==> src/sv/irpdt_pkg.sv <==
// ----------------------------------------------------------------------------
// irpdt_pkg
// Shared types and constants for the IR pulse distance transmitter.
// ----------------------------------------------------------------------------
package irpdt_pkg;

  localparam int unsigned CfgIdxW  = 3;
  localparam int unsigned CfgDataW = 16;
  localparam int unsigned PhaseW   = 3;

  typedef logic [CfgIdxW-1:0]  cfg_idx_t;
  typedef logic [CfgDataW-1:0] cfg_data_t;
  typedef logic [PhaseW-1:0]   phase_t;

  // request operations
  localparam logic OP_TICK = 1'b0;
  localparam logic OP_SEND = 1'b1;

  // configuration register indexes
  localparam cfg_idx_t CFG_ADDR_FIRST  = 3'd0;
  localparam cfg_idx_t CFG_ADDR_SECOND = 3'd1;
  localparam cfg_idx_t CFG_LEAD_MARK   = 3'd2;
  localparam cfg_idx_t CFG_LEAD_SPACE  = 3'd3;
  localparam cfg_idx_t CFG_BIT_MARK    = 3'd4;
  localparam cfg_idx_t CFG_ZERO_SPACE  = 3'd5;
  localparam cfg_idx_t CFG_ONE_SPACE   = 3'd6;
  localparam cfg_idx_t CFG_STOP_MARK   = 3'd7;

  // frame phases
  localparam phase_t PH_IDLE       = 3'd0;
  localparam phase_t PH_LEAD_MARK  = 3'd1;
  localparam phase_t PH_LEAD_SPACE = 3'd2;
  localparam phase_t PH_BIT_MARK   = 3'd3;
  localparam phase_t PH_BIT_SPACE  = 3'd4;
  localparam phase_t PH_STOP_MARK  = 3'd5;

  // reset values (NEC timing in carrier half-periods)
  localparam logic [7:0]   ADDR_FIRST_RST  = 8'h00;
  localparam logic [7:0]   ADDR_SECOND_RST = 8'hFF;
  localparam int unsigned  LEAD_MARK_RST   = 750;
  localparam int unsigned  LEAD_SPACE_RST  = 375;
  localparam int unsigned  BIT_MARK_RST    = 47;
  localparam int unsigned  ZERO_SPACE_RST  = 47;
  localparam int unsigned  ONE_SPACE_RST   = 141;
  localparam int unsigned  STOP_MARK_RST   = 47;

endpackage

==> src/sv/irpdt_if.sv <==
// ----------------------------------------------------------------------------
// irpdt interfaces
// Request, response and configuration channels with valid/ready handshake.
// ----------------------------------------------------------------------------
interface irpdt_req_if ();
  logic       valid;
  logic       ready;
  logic       op;
  logic [7:0] key;

  modport source (output valid, output op, output key, input ready);
  modport sink   (input valid, input op, input key, output ready);
endinterface

interface irpdt_rsp_if ();
  logic valid;
  logic ready;
  logic ir_level;
  logic busy_res;
  logic frame_done;

  modport source (output valid, output ir_level, output busy_res, output frame_done,
                  input ready);
  modport sink   (input valid, input ir_level, input busy_res, input frame_done,
                  output ready);
endinterface

interface irpdt_cfg_if import irpdt_pkg::*; ();
  logic      valid;
  logic      ready;
  cfg_idx_t  index;
  cfg_data_t data;

  modport source (output valid, output index, output data, input ready);
  modport sink   (input valid, input index, input data, output ready);
endinterface

==> src/sv/ir_pulse_distance_transmitter_core.sv <==
// ----------------------------------------------------------------------------
// ir_pulse_distance_transmitter_core
// NEC-style IR frame transmitter: leader, 32 LSB-first data bits, stop mark.
// ----------------------------------------------------------------------------
// channel | dir | payload                          | transaction
// req_i   | in  | op, key                          | one tick or send request
// rsp_o   | out | ir_level, busy_res, frame_done   | one result per request
// cfg_i   | in  | index, data                      | one register write
//
// For each transaction, state update and result are computed combinationally
// between the state registers and a two-entry output buffer.
// A new transaction is taken every cycle while the skid slot is empty.
// The result appears on rsp_o the cycle after acceptance unless rsp_o stalls.
// Reset loads the NEC timing defaults; cfg_i is always ready.
// ----------------------------------------------------------------------------
module ir_pulse_distance_transmitter_core import irpdt_pkg::*; #(
  parameter int unsigned FRAME_BITS     = 32,
  parameter int unsigned DURATION_WIDTH = 12
) (
  input  logic        clk_i,
  input  logic        rst_ni,
  irpdt_req_if.sink   req_i,
  irpdt_rsp_if.source rsp_o,
  irpdt_cfg_if.sink   cfg_i
);

  localparam int unsigned DW     = DURATION_WIDTH;
  localparam int unsigned BidxW  = $clog2(FRAME_BITS);

  typedef logic [DW-1:0] dur_t;

  typedef struct packed {
    logic ir_level;
    logic busy_res;
    logic frame_done;
  } rsp_t;

  // configuration registers
  logic [7:0] addr_first_q, addr_second_q;
  dur_t       lead_mark_q, lead_space_q, bit_mark_q;
  dur_t       zero_space_q, one_space_q, stop_mark_q;

  assign cfg_i.ready = 1'b1;

  always_ff @(posedge clk_i or negedge rst_ni) begin
    if (!rst_ni) begin
      addr_first_q  <= ADDR_FIRST_RST;
      addr_second_q <= ADDR_SECOND_RST;
      lead_mark_q   <= DW'(LEAD_MARK_RST);
      lead_space_q  <= DW'(LEAD_SPACE_RST);
      bit_mark_q    <= DW'(BIT_MARK_RST);
      zero_space_q  <= DW'(ZERO_SPACE_RST);
      one_space_q   <= DW'(ONE_SPACE_RST);
      stop_mark_q   <= DW'(STOP_MARK_RST);
    end else if (cfg_i.valid) begin
      case (cfg_i.index)
        CFG_ADDR_FIRST:  addr_first_q  <= cfg_i.data[7:0];
        CFG_ADDR_SECOND: addr_second_q <= cfg_i.data[7:0];
        CFG_LEAD_MARK:   lead_mark_q   <= cfg_i.data[DW-1:0];
        CFG_LEAD_SPACE:  lead_space_q  <= cfg_i.data[DW-1:0];
        CFG_BIT_MARK:    bit_mark_q    <= cfg_i.data[DW-1:0];
        CFG_ZERO_SPACE:  zero_space_q  <= cfg_i.data[DW-1:0];
        CFG_ONE_SPACE:   one_space_q   <= cfg_i.data[DW-1:0];
        CFG_STOP_MARK:   stop_mark_q   <= cfg_i.data[DW-1:0];
        default: ;
      endcase
    end
  end

  // frame state
  phase_t                phase_q, phase_d;
  dur_t                  dur_q, dur_d;
  logic [BidxW-1:0]      bidx_q, bidx_d;
  logic [FRAME_BITS-1:0] shift_q, shift_d;
  logic                  carrier_q, carrier_d;

  logic       req_acc;
  logic       in_mark;
  logic       last;
  rsp_t       res;

  assign in_mark    = (phase_q == PH_LEAD_MARK) || (phase_q == PH_BIT_MARK) ||
                      (phase_q == PH_STOP_MARK);
  assign last       = dur_q <= DW'(1);

  always_comb begin
    phase_d        = phase_q;
    dur_d          = dur_q;
    bidx_d         = bidx_q;
    shift_d        = shift_q;
    carrier_d      = carrier_q;
    res.ir_level   = 1'b0;
    res.frame_done = 1'b0;
    if (req_i.op == OP_SEND) begin
      if (phase_q == PH_IDLE) begin
        shift_d   = FRAME_BITS'({~req_i.key, req_i.key, addr_second_q, addr_first_q});
        bidx_d    = '0;
        carrier_d = 1'b0;
        phase_d   = PH_LEAD_MARK;
        dur_d     = lead_mark_q;
      end
      res.ir_level = carrier_d;
    end else if (phase_q != PH_IDLE) begin
      carrier_d    = in_mark ? ~carrier_q : 1'b0;
      res.ir_level = carrier_d;
      if (!last) begin
        dur_d = dur_q - DW'(1);
      end else begin
        case (phase_q)
          PH_LEAD_MARK: begin
            phase_d = PH_LEAD_SPACE;
            dur_d   = lead_space_q;
          end
          PH_LEAD_SPACE: begin
            phase_d = PH_BIT_MARK;
            dur_d   = bit_mark_q;
          end
          PH_BIT_MARK: begin
            phase_d = PH_BIT_SPACE;
            dur_d   = shift_q[0] ? one_space_q : zero_space_q;
          end
          PH_BIT_SPACE: begin
            shift_d = shift_q >> 1;
            if (bidx_q == BidxW'(FRAME_BITS - 1)) begin
              bidx_d  = '0;
              phase_d = PH_STOP_MARK;
              dur_d   = stop_mark_q;
            end else begin
              bidx_d  = bidx_q + BidxW'(1);
              phase_d = PH_BIT_MARK;
              dur_d   = bit_mark_q;
            end
          end
          default: begin
            phase_d        = PH_IDLE;
            dur_d          = '0;
            bidx_d         = '0;
            shift_d        = '0;
            carrier_d      = 1'b0;
            res.frame_done = 1'b1;
          end
        endcase
      end
    end
    res.busy_res = phase_d != PH_IDLE;
  end

  always_ff @(posedge clk_i or negedge rst_ni) begin
    if (!rst_ni) begin
      phase_q   <= PH_IDLE;
      dur_q     <= '0;
      bidx_q    <= '0;
      shift_q   <= '0;
      carrier_q <= 1'b0;
    end else if (req_acc) begin
      phase_q   <= phase_d;
      dur_q     <= dur_d;
      bidx_q    <= bidx_d;
      shift_q   <= shift_d;
      carrier_q <= carrier_d;
    end
  end

  // output register plus skid slot
  logic out_valid_q, skd_valid_q;
  rsp_t out_q, skd_q;
  logic pop, head_free;

  assign req_i.ready = !skd_valid_q;
  assign req_acc     = req_i.valid && req_i.ready;
  assign pop         = out_valid_q && rsp_o.ready;
  assign head_free   = !out_valid_q || pop;

  always_ff @(posedge clk_i or negedge rst_ni) begin
    if (!rst_ni) begin
      out_valid_q <= 1'b0;
      skd_valid_q <= 1'b0;
    end else if (head_free) begin
      if (skd_valid_q) begin
        out_valid_q <= 1'b1;
        skd_valid_q <= req_acc;
      end else begin
        out_valid_q <= req_acc;
      end
    end else if (req_acc) begin
      skd_valid_q <= 1'b1;
    end
  end

  always_ff @(posedge clk_i) begin
    if (head_free) begin
      if (skd_valid_q) begin
        out_q <= skd_q;
        if (req_acc) skd_q <= res;
      end else begin
        if (req_acc) out_q <= res;
      end
    end else if (req_acc) begin
      skd_q <= res;
    end
  end

  assign rsp_o.valid      = out_valid_q;
  assign rsp_o.ir_level   = out_q.ir_level;
  assign rsp_o.busy_res   = out_q.busy_res;
  assign rsp_o.frame_done = out_q.frame_done;

  // checks
  a_done_not_busy: assert property (@(posedge clk_i) disable iff (!rst_ni)
    out_valid_q && out_q.frame_done |-> !out_q.busy_res)
    else $error("frame_done reported while still busy");

  a_idle_clean: assert property (@(posedge clk_i) disable iff (!rst_ni)
    phase_q == PH_IDLE |-> (!carrier_q && bidx_q == '0 && shift_q == '0))
    else $error("idle with stale frame state");

  a_skid_order: assert property (@(posedge clk_i) disable iff (!rst_ni)
    skd_valid_q |-> out_valid_q)
    else $error("skid slot filled while head empty");

  a_space_low: assert property (@(posedge clk_i) disable iff (!rst_ni)
    req_acc && !req_i.op && (phase_q == PH_LEAD_SPACE || phase_q == PH_BIT_SPACE)
    |=> !carrier_q)
    else $error("carrier high after space tick");

endmodule
==> src/flat_wrapper.sv <==
// flat-port wrapper written by rule: the top's interface ports become plain ports
module ir_pulse_distance_transmitter_core_flat import irpdt_pkg::*;
#(
  parameter int unsigned FRAME_BITS     = 32,
  parameter int unsigned DURATION_WIDTH = 12
)
  (clk_i, rst_ni, req_i_valid, req_i_op, req_i_key, req_i_ready, rsp_o_valid, rsp_o_ir_level, rsp_o_busy_res, rsp_o_frame_done, rsp_o_ready, cfg_i_valid, cfg_i_index, cfg_i_data, cfg_i_ready);
  irpdt_req_if req_i_i ();
  irpdt_rsp_if rsp_o_i ();
  irpdt_cfg_if cfg_i_i ();
  input  logic clk_i;
  input  logic rst_ni;
  input wire logic [$bits(req_i_i.valid)-1:0] req_i_valid;
  input wire logic [$bits(req_i_i.op)-1:0] req_i_op;
  input wire logic [$bits(req_i_i.key)-1:0] req_i_key;
  output wire logic [$bits(req_i_i.ready)-1:0] req_i_ready;
  output wire logic [$bits(rsp_o_i.valid)-1:0] rsp_o_valid;
  output wire logic [$bits(rsp_o_i.ir_level)-1:0] rsp_o_ir_level;
  output wire logic [$bits(rsp_o_i.busy_res)-1:0] rsp_o_busy_res;
  output wire logic [$bits(rsp_o_i.frame_done)-1:0] rsp_o_frame_done;
  input wire logic [$bits(rsp_o_i.ready)-1:0] rsp_o_ready;
  input wire logic [$bits(cfg_i_i.valid)-1:0] cfg_i_valid;
  input wire logic [$bits(cfg_i_i.index)-1:0] cfg_i_index;
  input wire logic [$bits(cfg_i_i.data)-1:0] cfg_i_data;
  output wire logic [$bits(cfg_i_i.ready)-1:0] cfg_i_ready;
  assign req_i_i.valid = req_i_valid;
  assign req_i_i.op = req_i_op;
  assign req_i_i.key = req_i_key;
  assign req_i_ready = req_i_i.ready;
  assign rsp_o_valid = rsp_o_i.valid;
  assign rsp_o_ir_level = rsp_o_i.ir_level;
  assign rsp_o_busy_res = rsp_o_i.busy_res;
  assign rsp_o_frame_done = rsp_o_i.frame_done;
  assign rsp_o_i.ready = rsp_o_ready;
  assign cfg_i_i.valid = cfg_i_valid;
  assign cfg_i_i.index = cfg_i_index;
  assign cfg_i_i.data = cfg_i_data;
  assign cfg_i_ready = cfg_i_i.ready;
  ir_pulse_distance_transmitter_core #(.FRAME_BITS(FRAME_BITS), .DURATION_WIDTH(DURATION_WIDTH)) u_core (.clk_i(clk_i), .rst_ni(rst_ni), .req_i(req_i_i), .rsp_o(rsp_o_i), .cfg_i(cfg_i_i));
endmodule
==> config.mk <==
export PLATFORM = sky130hd
export DESIGN_NAME = ir_pulse_distance_transmitter_core_flat
export DESIGN_NICKNAME = d
export VERILOG_FILES = /design/src/sv/irpdt_pkg.sv /design/src/sv/irpdt_if.sv /design/src/sv/ir_pulse_distance_transmitter_core.sv /design/src/flat_wrapper.sv
export SDC_FILE = /design/constraint.sdc
export NUM_CORES = 1
export LEC_CHECK = 0
export BUFFER_PORTS_ARGS = -buffer_cell sky130_fd_sc_hd__buf_2
export CORE_ASPECT_RATIO = 0.9
export CORE_UTILIZATION = 35
export DETAILED_ROUTE_END_ITERATION = 10
export PLACE_DENSITY = 0.63
export SLEW_MARGIN = 30
export SYNTH_ARGS = -nofsm -noshare
export SYNTH_HDL_FRONTEND = slang
export SYNTH_SLANG_ARGS = --single-unit
==> constraint.sdc <==
create_clock -name clk_i -period 3.1 [get_ports clk_i]
set_input_delay 0.31 -clock clk_i [delete_from_list [all_inputs] [get_ports clk_i]]
set_output_delay 0.31 -clock clk_i [all_outputs]
set_load 0.02 [all_outputs]
==> impl_metrics.yaml <==
global_route:
  grt_pass1_wl_um: 26800
  grt_antenna_before_repair: 0
  grt_max_degree: 87
  grt_pass1_vias: 4993
  grt_use_total_pct: 16.2
  grt-ovfl-total: 0
min_path:
  min_to: "u_core.shift_q[31]"
  min_path_type: "in2reg"
  holdPathStages: 2
  min_from: "req_i_key[7]"
critical_path:
  rr_startpoint: "u_core.dur_q[0]"
  path_class: "reg2reg"
  worstReg2RegEnd: "u_core.shift_q[3]"
  cp_data_arrival_time_ns: 2.89
  r2r_slack_ns: 0.52
  required_ns: 3.41
  critPathCaptureType: "flip-flop"
  startpoint_type: "flip-flop"
  r2r_cells: 7
  cp_max_fo: 37
synthesis:
  synthMostInstantiatedCell: "mux2_2"
  avgSynthCellArea_sq_um: 12.5
  synthTopCellsByCount: "mux2_2, dfrtp_1, nand2_1, dfstp_2, o21ai_0"
  netlist.area_leader.share_pct: 35.1
  ys_warn_count: 0
  synth_cell_type_count: 54
  syn_area_sq_um: 7260
  synthCells: 583
  synth_nets: 621
  synthTopCellsByArea: "dfrtp_1, mux2_2, dfstp_2"
  ys.flop_type: "dfrtp_1"
  synth_seq_area_share_pct: 52.5
  synth-seq-cells: 149
  synth_edf_count: 6
  async_reset_ff_share_pct: 96.0
  synth_area_leader_cell: "dfrtp_1"
route:
  firstDrtPassIters: 4
  drt_iter0_drc: 236
  routedWlPerCell_um: 18.6
  wirelength_um: 16500
  vias: 4855
  antenna_left: 0
  drc: 0
  viasPerCell: 5.47
cells_and_area:
  antenna_cells: 0
  n_fill_cell: 1841
  final_layout_size_suffix_gt1_share_pct: 44.8
  fin_util_pct: 41.2
  fin_area_sq_um: 8310
  fin_nets: 657
  syn_to_final_growth_pct: 14.4
floorplan:
  initial_core_util_pct: 36.0
  die_w_um: 154
  core_region_area_sq_um: 20200
  die-area_sq_um: 21300
  fp.dieH_um: 139
  io_pins: 39
  num_rows: 49
cts:
  clk_latency_ns: 0.43
  clk_pin_slew_worst_paths_ns: 0.06
  htreeDepth: 4
  clock-sinks: 149
  cts-root-buf: "clkbuf_16"
  cts_setup_buffers: 0
  cts_tree: "built"
  cts_resized: 0
  cts_buffers: 17
  hold_buffers: 1
  ctsLongestPathBuffers: 2
placed_design:
  routabilityCongestion: 0.835
  post_dp_cell_area_sq_um: 7730
  port_buffers: 33
  dp_hpwl_um: 10700
sta:
  min_period_over_period_pct: 83.3
  fmax_ghz: 0.387
  setup_violations: 0
  period_needed_ns: 2.58
  setup_tns_ns: 0
  rsz0062_at_grt: "false"
  slew_viol_final: 0
  fin_hold_ws_ns: 0.102
  relSlewSlack_pct: 39.9
  skew_ns: 0.0131
  finalHoldViolCount: 0
  worst_pin_slew_ns: 0.898
power:
  vdd_drop_max_mv: 0.419
  static-leakage-power_uw: 0.00347
  p_per_area_nw_per_um2: 698
flow_run:
  maxCapViolCount: 0
status:
  run_status: "completed"
area by class of cell:
cell class                      count  area [sq um]  area share [%]
Sequential cell                   149          3810            45.9
Multi-Input combinational cell    388          3240            39.0
Clock buffer                       21           472            5.68
Timing Repair Buffer               54           332            3.99
Tap cell                          255           319            3.84
Clock inverter                     11           100            1.20
Inverter                            9          33.8           0.407
registers in the layout, indices dropped and copies added, names as in the netlist, 5 cells and up:
name	count
u_core.shift_q	32
u_core.bit_mark_q	12
u_core.dur_q	12
u_core.lead_mark_q	12
u_core.lead_space_q	12
u_core.one_space_q	12
u_core.stop_mark_q	12
u_core.zero_space_q	12
u_core.addr_first_q	8
u_core.addr_second_q	8
u_core.bidx_q	5
where the power goes:
part	internal [uW]	leakage [uW]	switching (uW)
Sequential	2480	0.00173	303
Combinational	596	0.00146	441
Clock	1170	0.000279	808
worst max path at each step:
stage	start	depth (start not counted)	to
6_report	u_core.dur_q[0]	7	u_core.shift_q[3]
5_1_grt	u_core.dur_q[0]	7	u_core.shift_q[3]
4_1_cts	u_core.dur_q[0]	7	u_core.shift_q[3]
3_5_place_dp	u_core.dur_q[0]	7	u_core.shift_q[3]
3_3_place_gp	u_core.dur_q[0]	7	u_core.shift_q[3]
2_1_floorplan	req_i_op	11	u_core.shift_q[10]
per-layer routing:
layer / vias up / GRT usage, % / part of all wire, %
li1: 2223 / - / -
met1: 2522 / 22.9 / 50
met2: 98 / 24.9 / 45
met3: 12 / 3.31 / 3.0
met4: 0 / 5.58 / 1.4
met5: - / 0 / 0
worst max-delay path, cell delays in order, from the launching register on:
cell     delay [ns]
dfrtp_1        0.41
inv_1          0.08
ha_1           0.25
nor2_1         0.27
nor4_4         0.10
a21oi_2        0.29
or2_4          0.62
mux2_2         0.41
cell families (layout without fill, tap and decap cells):
logic type	count (synthesis)	count (layout)	synth area share, %
flops	149	149	52.5
mux	136	136	22.3
simple gates	128	128	9.70
compound gates	114	114	11.1
buf+inv	46	95	3.10
fa+ha+maj	5	5	0.861
xor+xnor	4	4	0.482
other cells	1	1	0.0516
through the flow:
stage          total power, uW  cells  setup WS [ns]
6_report                  5800    887          0.517
5_1_grt                   6080    887          0.389
4_1_cts                   5840    887          0.546
3_5_place_dp              3840    854          0.560
3_3_place_gp              3770    854          0.333
2_1_floorplan             3530    583          0.558
cells in the final DEF (no fill, tap or decap), types with 7 or more instances in the layout:
cell type  count
a22o_1        24
o31ai_1        8
clkbuf_16     18
a31oi_1       11
dfrtp_1      102
mux2_4        24
nand2_1       45
a21oi_1        7
mux2_2       109
nor3_1        10
nand2b_1       9
o21ai_0       30
or4_1         14
buf_4         20
a31o_2        12
nor2_1        15
inv_1          9
a22oi_1       12
buf_2         32
dfstp_2       41
(Power assumes the default switching activity.)
